### config.mk
export PLATFORM = sky130hd
export DESIGN_NAME = srl_cell
export DESIGN_NICKNAME = d
export VERILOG_FILES = /design/src/hdl/srl_pkg.sv /design/src/hdl/srl_cell.sv
export SDC_FILE = /design/constraint.sdc
export NUM_CORES = 1
export LEC_CHECK = 0
export ABC_CLOCK_PERIOD_IN_PS = 6100
export BUFFER_PORTS_ARGS = -buffer_cell sky130_fd_sc_hd__buf_2
export CAP_MARGIN = 10
export CORE_AREA = 2 2 313 315
export DETAILED_ROUTE_END_ITERATION = 10
export DIE_AREA = 0 0 315 317
export SLEW_MARGIN = 15
export SYNTH_ARGS = -nofsm -noshare
export SYNTH_HDL_FRONTEND = slang
export SYNTH_SLANG_ARGS = --single-unit
### constraint.sdc
create_clock -name clk_i -period 6.1 [get_ports clk_i]
set_input_delay 0.61 -clock clk_i [delete_from_list [all_inputs] [get_ports clk_i]]
set_output_delay 0.61 -clock clk_i [all_outputs]
set_load 0.01 [all_outputs]
### src/hdl/srl_pkg.sv
`default_nettype none
package srl_pkg;

  // request codes carried on the input tuser
  typedef enum logic [2:0] {
    OP_APPEND     = 3'd0,
    OP_PREPEND    = 3'd1,
    OP_SORTED     = 3'd2,
    OP_DROP_LAST  = 3'd3,
    OP_DROP_FIRST = 3'd4,
    OP_REMOVE_KEY = 3'd5,
    OP_READ_POS   = 3'd6,
    OP_READ_KEY   = 3'd7
  } op_e;

  localparam int unsigned WordW = 32;
  localparam int unsigned FieldW = 6;

  // one stored record
  typedef struct packed {
    logic signed [WordW-1:0] key;
    logic [WordW-1:0]        grade_one;
    logic [WordW-1:0]        grade_two;
    logic [WordW-1:0]        grade_three;
  } rec_t;

  // controls broadcast to every cell of the row
  typedef struct packed {
    op_e                     op;
    logic                    eval;
    logic signed [WordW-1:0] eval_key;
    logic                    write;
    rec_t                    new_rec;
  } cell_ctrl_t;

endpackage
`default_nettype wire

### src/hdl/srl_cell.sv
`default_nettype none
module srl_cell (
  input  wire              clk_i,
  input  wire srl_pkg::cell_ctrl_t ctrl_i,
  input  wire              live_i,
  input  wire              past_count_i,
  input  wire              pos_hit_i,
  input  wire              ag_i,
  output logic             ag_o,
  input  wire srl_pkg::rec_t left_i,
  input  wire srl_pkg::rec_t right_i,
  output srl_pkg::rec_t    rec_o,
  input  wire srl_pkg::rec_t rd_i,
  output srl_pkg::rec_t    rd_o
);
  import srl_pkg::*;

  rec_t rec_q, rec_d;
  logic lt_q, eq_q;
  logic hit, first, rd_sel;

  // compare flags taken when the request is accepted
  always_ff @(posedge clk_i) begin
    if (ctrl_i.eval) begin
      lt_q <= rec_q.key < ctrl_i.eval_key;
      eq_q <= rec_q.key == ctrl_i.eval_key;
    end
  end

  // local hit, chained into the running "at or after the target" mark
  always_comb begin
    case (ctrl_i.op)
      OP_APPEND:     hit = past_count_i;
      OP_PREPEND:    hit = 1'b1;
      OP_SORTED:     hit = (live_i & ~lt_q) | past_count_i;
      OP_DROP_LAST:  hit = 1'b0;
      OP_DROP_FIRST: hit = 1'b1;
      OP_REMOVE_KEY: hit = live_i & eq_q;
      OP_READ_POS:   hit = pos_hit_i;
      OP_READ_KEY:   hit = live_i & eq_q;
      default:       hit = 1'b0;
    endcase
  end

  assign ag_o  = ag_i | hit;
  assign first = ag_o & ~ag_i;

  // shift up on inserts, down on first-record and by-key removals
  always_comb begin
    rec_d = rec_q;
    case (ctrl_i.op)
      OP_APPEND, OP_PREPEND, OP_SORTED: begin
        if (first) begin
          rec_d = ctrl_i.new_rec;
        end else if (ag_i) begin
          rec_d = left_i;
        end
      end
      OP_DROP_FIRST, OP_REMOVE_KEY: begin
        if (ag_o) begin
          rec_d = right_i;
        end
      end
      default: rec_d = rec_q;
    endcase
  end

  always_ff @(posedge clk_i) begin
    if (ctrl_i.write) begin
      rec_q <= rec_d;
    end
  end

  // read chain: the selected record is or-ed onto the passing word
  assign rd_sel = first & ((ctrl_i.op == OP_READ_POS) | (ctrl_i.op == OP_READ_KEY));
  assign rd_o   = rd_i | (rd_sel ? rec_q : '0);
  assign rec_o  = rec_q;

endmodule
`default_nettype wire
==> impl_metrics.csv, run 1 <==
group,metric,value,unit
sta,finalCritPeriodShare,60.6,%
clock_network,cts_made_buffers,17,
clock_network,clock_path_buffers,2,
detailed_routing,met2_length,32500,um
sta,finalSetupViolCount,0,
global_routing,grt_pass1_vias,10834,
run_status,status,"finished clean",
floorplanning,dieWidth,315,um
critical_path,r2r-end,"rec_o[26]",
place,hpwl,60900,um
yosys,ys_seq_area_share,44.3,%
critical_path,arrival,3.09,ns
clock_network,postCtsSetupBuffers,0,
floorplanning,initial_core_util,9.16,%
yosys,ys_ff_latch,130,
place,globalplace.congestion,0.859,
critical_path,r2r_start,"lt_q",
global_routing,grt_first_pass_wirelength,92800,um
sta,holdWs,0.344,ns
sta,final.setup.tns,0,ns
critical_path,endpoint_kind,"primary output",
pwr,comb_power_share,26.6,%
sta,maxSlewHeadroom,25.5,%
detailed_routing,antenna_left,0,
sta,worst_pin_slew,1.12,ns
worst_hold_path,worstHoldEndpoint,"eq_q",
yosys,syn_inst,1000,
clock_network,root_buffer,"clkbuf_16",
yosys,synthArstFlopShare,0,%
detailed_routing,vias_per_cell,3.90,
critical_path,crit_type,"flop to primary output",
sta,clock_skew,0.0246,ns
critical_path,critPathMaxFanout,128,
detailed_routing,routed-wl-met3,7410,um
pwr,powerDensity,208,mW/mm2
pwr,p_leak,6.92,nW
pwr,ir_drop,0.189,mV
detailed_routing,first_pass_iters,5,
floorplanning,core_area,0.0963,mm2
detailed_routing,vias,11867,
place,portBuffers,810,
yosys,synth_cell_types,32,
pwr,p_int,0.00204,W
yosys,synth_commonest_cells,"nor2_1 (134), nand3_1 (133), o21ai_0 (132), a31oi_1 (130), edfxtp_1 (130)",
job,maxCapViolations,0,
yosys,yosys.area.top_type,"edfxtp_1",
final_layout,drive_above_1_share,48.6,%
global_routing,grt_max_degree,129,
worst_hold_path,min_from,"ctrl_i[161]",
critical_path,r2r_slack,2.98,ns
worst_hold_path,holdPathStages,1,
detailed_routing,drt_wl_total,73700,um
pwr,p_seq_share,37.2,%
yosys,synth_ff_type,"edfxtp_1",
clock_network,cts_tree,"built",
pwr,p_switching,0.00104,W
final_layout,area_delta_synth_final,67.7,%
critical_path,startpoint_type,"flop",
place,placedCellCount,2998,
global_routing,antenna_found_initial,66,
clock_network,cts-resized-gates,0,
detailed_routing,drtIter0Drc,957,
yosys,netlist_area,0.00882,mm2
yosys,syn_avg_cell_area,8.82,um2
critical_path,critPathRequiredTime,5.49,ns
detailed_routing,m1WireLength,31300,um
sta,hold_violations,0,
clock_network,clock_latency,0.51,ns
detailed_routing,top_layer,"met5",
clock_network,cts.sinks,130,
floorplanning,fp-row-count,114,
yosys,yosysWarnings,0,
yosys,synth_area_leaders,"edfxtp_1 (44%), a21o_1 (11%), a31oi_1 (9.2%)",
yosys,synth_top_cell_area_share,44.3,%
detailed_routing,wl_per_cell,24.2,um
sta,slew_violations,0,
floorplanning,die_area,0.0999,mm2
yosys,synth_most_common_cell,"nor2_1",
pwr,clkPwrFrac,36.1,%
worst_hold_path,min_path_type,"input pin to flop",
pwr,p_sw_share,33.7,%
sta,rsz0062_at_grt,"false",
yosys,synth_edf_count,130,
yosys,synth_nets,1586,
sta,timing.fmax,270,MHz
detailed_routing,drc_errors,0,
floorplanning,chipHeight,317,um
clock_network,h-tree-depth,4,
clock_network,cts_hold_buf,0,
global_routing,track_usage,14.0,%
final_layout,finalNonFillerCells,3041,
final_layout,num-nets-final,2327,
floorplanning,io_pins,811,
critical_path,reg2reg_depth,6,
global_routing,grt_overflow_total,0,
sta,finalWorstPathRequiredPeriod,3.70,ns
clock_network,path_clk_slew,0.07,ns
stage by stage:
step | total power (W) | util (%) | instance area, um2 | worst slack [ns]
after floorplan | 0.00150 | - | 8820 | 1.19
after global placement | 0.00199 | 14.7 | 14200 | 2.45
after detailed placement | 0.00199 | 14.7 | 14200 | 2.39
after CTS | 0.00316 | 15.3 | 14800 | 2.24
after global routing | 0.00325 | 15.3 | 14800 | 2.14
final | 0.00308 | 15.4 | 14800 | 2.40
registers in the layout, indices dropped and copies added, names as in the netlist:
signal / count
eq_q: 1
lt_q: 1
rec_o: 128
area by class of cell:
cell class	instances	area [um2]
multi-input cells	738	4350
repair buffers	820	4200
well taps	1276	1600
flip-flops and latches	130	3900
fillers	11119	81500
clock inverters	11	139
clock buffers	19	433
diodes	13	32.5
inverters	34	133
cell families (layout without fill, tap and decap cells):
kind of cell	Yosys count	after routing	synth area share, %
AO/OA/AOI/OAI	413	413	29.4
adder cells (fa/ha/maj)	32	32	4.54
buffers and inverters	132	884	6.95
flip-flops	130	130	44.3
other	0	13	0
AND/OR/NAND/NOR	293	293	14.9
per-layer routing:
layer / up-vias / track usage (%)
li1: 5263 / -
met1: 5638 / 17.5
met2: 782 / 21.8
met3: 146 / 5.61
met4: 38 / 4.40
met5: - / 0.663
placed cells by master (no fill, tap or decap), drive strengths merged:
cell type  netlist  layout
a31o             1       1
a31oi          130     130
nor3             1       1
edfxtp         130     130
a2111o           1       1
nand4            7       7
o32ai            1       1
nor2           134     134
inv             34      35
o32a             1       1
o211ai           1       1
diode            0      13
ha              32      32
nand4b           1       1
nand3          133     133
a311oi           1       1
a221oi           1       1
o31ai            1       1
a21boi           1       1
nor2b            2       2
a21oi           12      12
buf             34     820
and3             1       1
clkinvlp         0       2
o22ai            1       1
clkinv           0       5
or4              1       1
o21ai          132     132
clkbuf          64      19
bufinv           0       3
nand2b           3       3
nand2           10      10
a21o           129     129
critical path: stages (launching register included):
cell and delay [ns]:
edfxtp_1 0.36, inv_1 0.07, a31oi_1 0.15, o32a_4 0.62, nor3_4 0.31, buf_12 0.46
a21o_1 0.33, buf_2 0.17
worst max path at each step:
stage / startpoint / endpoint / slack [ns] / depth (start not counted)
final: lt_q / rd_o[110] / 2.40 / 7
after global routing: lt_q / rd_o[110] / 2.14 / 7
after CTS: lt_q / rd_o[110] / 2.24 / 7
after detailed placement: ctrl_i[164] / rd_o[110] / 2.39 / 8
after global placement: ctrl_i[164] / rd_o[110] / 2.45 / 8
after floorplan: ctrl_i[163] / rec_o[0] / 1.19 / 6
power groups by stage:
stage	combinational (W)	sequential (W)	clock, W
2_1_floorplan	0.000344	0.00116	0
4_1_cts	0.000829	0.00115	0.00118
6_report	0.000820	0.00115	0.00111
3_3_place_gp	0.000818	0.00117	0
3_5_place_dp	0.000826	0.00117	0
5_1_grt	0.000897	0.00115	0.00120
(Power assumes the default switching activity.)
==> run 2: changes to the inputs <==
--- a/config.mk
+++ b/config.mk
@@ -5,12 +5,13 @@
 export SDC_FILE = /design/constraint.sdc
 export NUM_CORES = 1
 export LEC_CHECK = 0
-export ABC_CLOCK_PERIOD_IN_PS = 6100
+export ABC_AREA = 1
+export ABC_CLOCK_PERIOD_IN_PS = 3200
 export BUFFER_PORTS_ARGS = -buffer_cell sky130_fd_sc_hd__buf_2
 export CAP_MARGIN = 10
-export CORE_AREA = 2 2 313 315
+export CORE_AREA = 2 2 311 313
 export DETAILED_ROUTE_END_ITERATION = 10
-export DIE_AREA = 0 0 315 317
+export DIE_AREA = 0 0 313 315
 export SLEW_MARGIN = 15
 export SYNTH_ARGS = -nofsm -noshare
 export SYNTH_HDL_FRONTEND = slang
==> constraint.sdc (replaced) <==
create_clock -name clk_i -period 3.2 [get_ports clk_i]
set_input_delay 0.32 -clock clk_i [delete_from_list [all_inputs] [get_ports clk_i]]
set_output_delay 0.32 -clock clk_i [all_outputs]
set_load 0.01 [all_outputs]
==> run 2 against run 1 <==
Final cell count is 9.7% higher. Critical path depth is 1 higher. Design area is 6.8% higher. Clock-buffer cell count is 2 lower. Utilization is 1.1 points higher.
==> impl_metrics.csv, run 2 <==
group,metric,value,unit
final_layout,area_delta_synth_final,60.4,%
yosys,synth_area_leaders,"edfxtp_1 (40%), nand2_1 (16%), a21o_1 (9.8%)",
pwr,p_seq_share,38.6,%
clock_network,h-tree-depth,4,
critical_path,max_stage_delay,0.38,ns
worst_hold_path,min_from,"right_i[2]",
critical_path,critPathMaxFanout,69,
final_layout,final_common_cell,"buf_2",
floorplanning,die_area,0.0986,mm2
detailed_routing,met2_length,29100,um
global_routing,grt_overflow_total,0,
yosys,syn_inst,1283,
global_routing,track_usage,12.6,%
sta,rsz0062_at_grt,"false",
clock_network,clock_path_buffers,2,
pwr,p_int,0.00369,W
final_layout,layout_common_cells,"buf_2 (810), nand2_1 (428), inv_1 (173)",
sta,finalCritPeriodShare,85.3,%
global_routing,grt_max_degree,129,
critical_path,r2r-end,"rec_o[49]",
critical_path,crit_type,"flop to primary output",
detailed_routing,vias,12236,
critical_path,reg2reg_depth,9,
critical_path,crit_path_start,"lt_q",
detailed_routing,drt_wl_total,65300,um
detailed_routing,drtIter0Drc,679,
global_routing,antenna_found_initial,54,
worst_hold_path,min_path_type,"input pin to flop",
critical_path,endpoint_kind,"primary output",
yosys,netlist_area,0.00985,mm2
critical_path,r2r_slack,0.95,ns
critical_path,path_cells,"o21ai_1, nand3_1, nand2_4, nand2_8, nor2_4, buf_12, a21o_1, buf_2",
worst_hold_path,holdPathStages,3,
yosys,synth_ff_type,"edfxtp_1",
clock_network,root_buffer,"clkbuf_16",
final_layout,fill_cells,10981,
floorplanning,fp-row-count,114,
floorplanning,chipHeight,315,um
pwr,powerDensity,356,mW/mm2
yosys,ys_ff_latch,130,
detailed_routing,routed-wl-met3,6290,um
final_layout,postLayoutCellArea,0.0158,mm2
sta,finalSetupViolCount,0,
yosys,synth_most_common_cell,"nand2_1",
global_routing,grt_pass1_vias,11331,
floorplanning,core_area,0.0957,mm2
clock_network,clock_latency,0.49,ns
final_layout,drive_above_1_share,41.7,%
critical_path,slowest_stage,"edfxtp_1",
detailed_routing,m1WireLength,27300,um
yosys,synth_edf_count,130,
place,placed_area,0.0153,mm2
critical_path,critPathRequiredTime,2.88,ns
sta,slew_violations,0,
sta,clock_skew,0.00888,ns
run_status,status,"finished clean",
sta,final.setup.tns,0,ns
floorplanning,initial_core_util,10.3,%
pwr,p_sw_share,34.5,%
pwr,comb_power_share,29.1,%
detailed_routing,wl_per_cell,19.6,um
detailed_routing,antenna_left,0,
yosys,syn_avg_cell_area,7.67,um2
yosys,yosys.area.top_type,"edfxtp_1",
place,hpwl,53000,um
sta,timing.fmax,366,MHz
yosys,synthArstFlopShare,0,%
sta,maxSlewHeadroom,48.6,%
pwr,ir_drop,0.347,mV
yosys,ys_seq_area_share,39.6,%
yosys,synth_nets,1869,
place,portBuffers,810,
pwr,p_switching,0.00194,W
detailed_routing,top_layer,"met5",
final_layout,area.sequential,0.00390,mm2
clock_network,cts-resized-gates,0,
critical_path,crit_family,"simple AND/OR/NAND/NOR gates",
global_routing,grt_first_pass_wirelength,85100,um
sta,worst_pin_slew,0.770,ns
final_layout,num-nets-final,2628,
sta,fin_ws,0.470,ns
floorplanning,io_pins,811,
sta,hold_violations,0,
final_layout,finalNonFillerCells,3336,
detailed_routing,drc_errors,0,
pwr,p_leak,8.69,nW
job,maxCapViolations,0,
critical_path,r2r_start,"eq_q",
yosys,yosysWarnings,0,
critical_path,crit_buf_inv,2,
clock_network,cts.sinks,130,
yosys,synth_top_cell_area_share,39.6,%
sta,finalWorstPathRequiredPeriod,2.73,ns
place,dp_slack,0.777,ns
pwr,clkPwrFrac,32.3,%
worst_hold_path,worstHoldEndpoint,"rec_o[2]",
critical_path,arrival,2.41,ns
final_layout,largest_register_ffs,128,
final_layout,multi_input_area,0.00484,mm2
yosys,synth_cell_types,23,
clock_network,postCtsSetupBuffers,0,
detailed_routing,first_pass_iters,5,
clock_network,path_clk_slew,0.07,ns
clock_network,cts_made_buffers,17,
place,globalplace.congestion,0.938,
sta,holdWs,0.100,ns
floorplanning,dieWidth,313,um
detailed_routing,vias_per_cell,3.67,
clock_network,cts_tree,"built",
critical_path,startpoint_type,"flop",
place,placedCellCount,3298,
yosys,synth_commonest_cells,"nand2_1 (429), inv_1 (176), nand3_1 (137), edfxtp_1 (130), a21o_1 (129)",
run 2: logic make-up (layout without fill, tap and decap cells):
kind of cell / count (synthesis) / after routing / synth area share, %
AND/OR/NAND/NOR: 715 / 715 / 34.1
buffers and inverters: 261 / 1029 / 11.5
AO/OA/AOI/OAI: 145 / 145 / 10.7
flip-flops: 130 / 130 / 39.6
adder cells (fa/ha/maj): 32 / 32 / 4.07
other: 0 / 9 / 0
run 2: cell type report:
cell class	count	area share, %
tap	1276	10.1
antenna	9	0.143
sequential	130	24.7
inverter	177	4.29
timing repair buffer	824	27.1
clock inverter	11	0.325
multi-input combinational	892	30.7
clock buffer	17	2.69
run 2: worst max path at each step:
stage | to | slack, ns | depth (start not counted)
2_1_floorplan | rec_o[0] | 0.01 | 8
3_3_place_gp | rd_o[14] | 0.78 | 11
3_5_place_dp | rd_o[14] | 0.78 | 11
4_1_cts | rd_o[14] | 0.45 | 8
5_1_grt | rd_o[14] | 0.36 | 9
6_report | rd_o[14] | 0.47 | 8
run 2: power groups by stage:
| stage | Sequential (W) | Combinational, W | Clock (W) |
|---|---|---|---|
| 3_5_place_dp | 0.00220 | 0.00165 | 0 |
| 2_1_floorplan | 0.00221 | 0.000749 | 0 |
| 6_report | 0.00217 | 0.00163 | 0.00182 |
| 5_1_grt | 0.00218 | 0.00181 | 0.00197 |
| 4_1_cts | 0.00217 | 0.00166 | 0.00194 |
| 3_3_place_gp | 0.00221 | 0.00164 | 0 |
run 2: what timing repair did:
| action | 4_1_cts | 5_1_grt |
|---|---|---|
| hold endpoints to repair | 2 | 0 |
| hold buffers | 1 | 0 |
| setup endpoints to repair | 0 | 0 |
run 2: worst min-delay path: cells and delay by family:
| family | cells | cell delay [ns] |
|---|---|---|
| and+or+nand+nor | 2 | 0.09 |
| buffers and inverters | 1 | 0.08 |
run 2: stage by stage:
step / total power, W / utilization (%)
after CTS: 0.00577 / 16.5
final: 0.00562 / 16.5
after detailed placement: 0.00386 / 16.0
after floorplan: 0.00295 / -
after global placement: 0.00385 / 16.0
after global routing: 0.00596 / 16.5
run 2: routing by layer:
layer  GRT usage, %  vias up
met4           5.24       38
met3           4.92      147
met1           15.4     5636
met5              0        -
met2           19.6      703
li1               -     5712
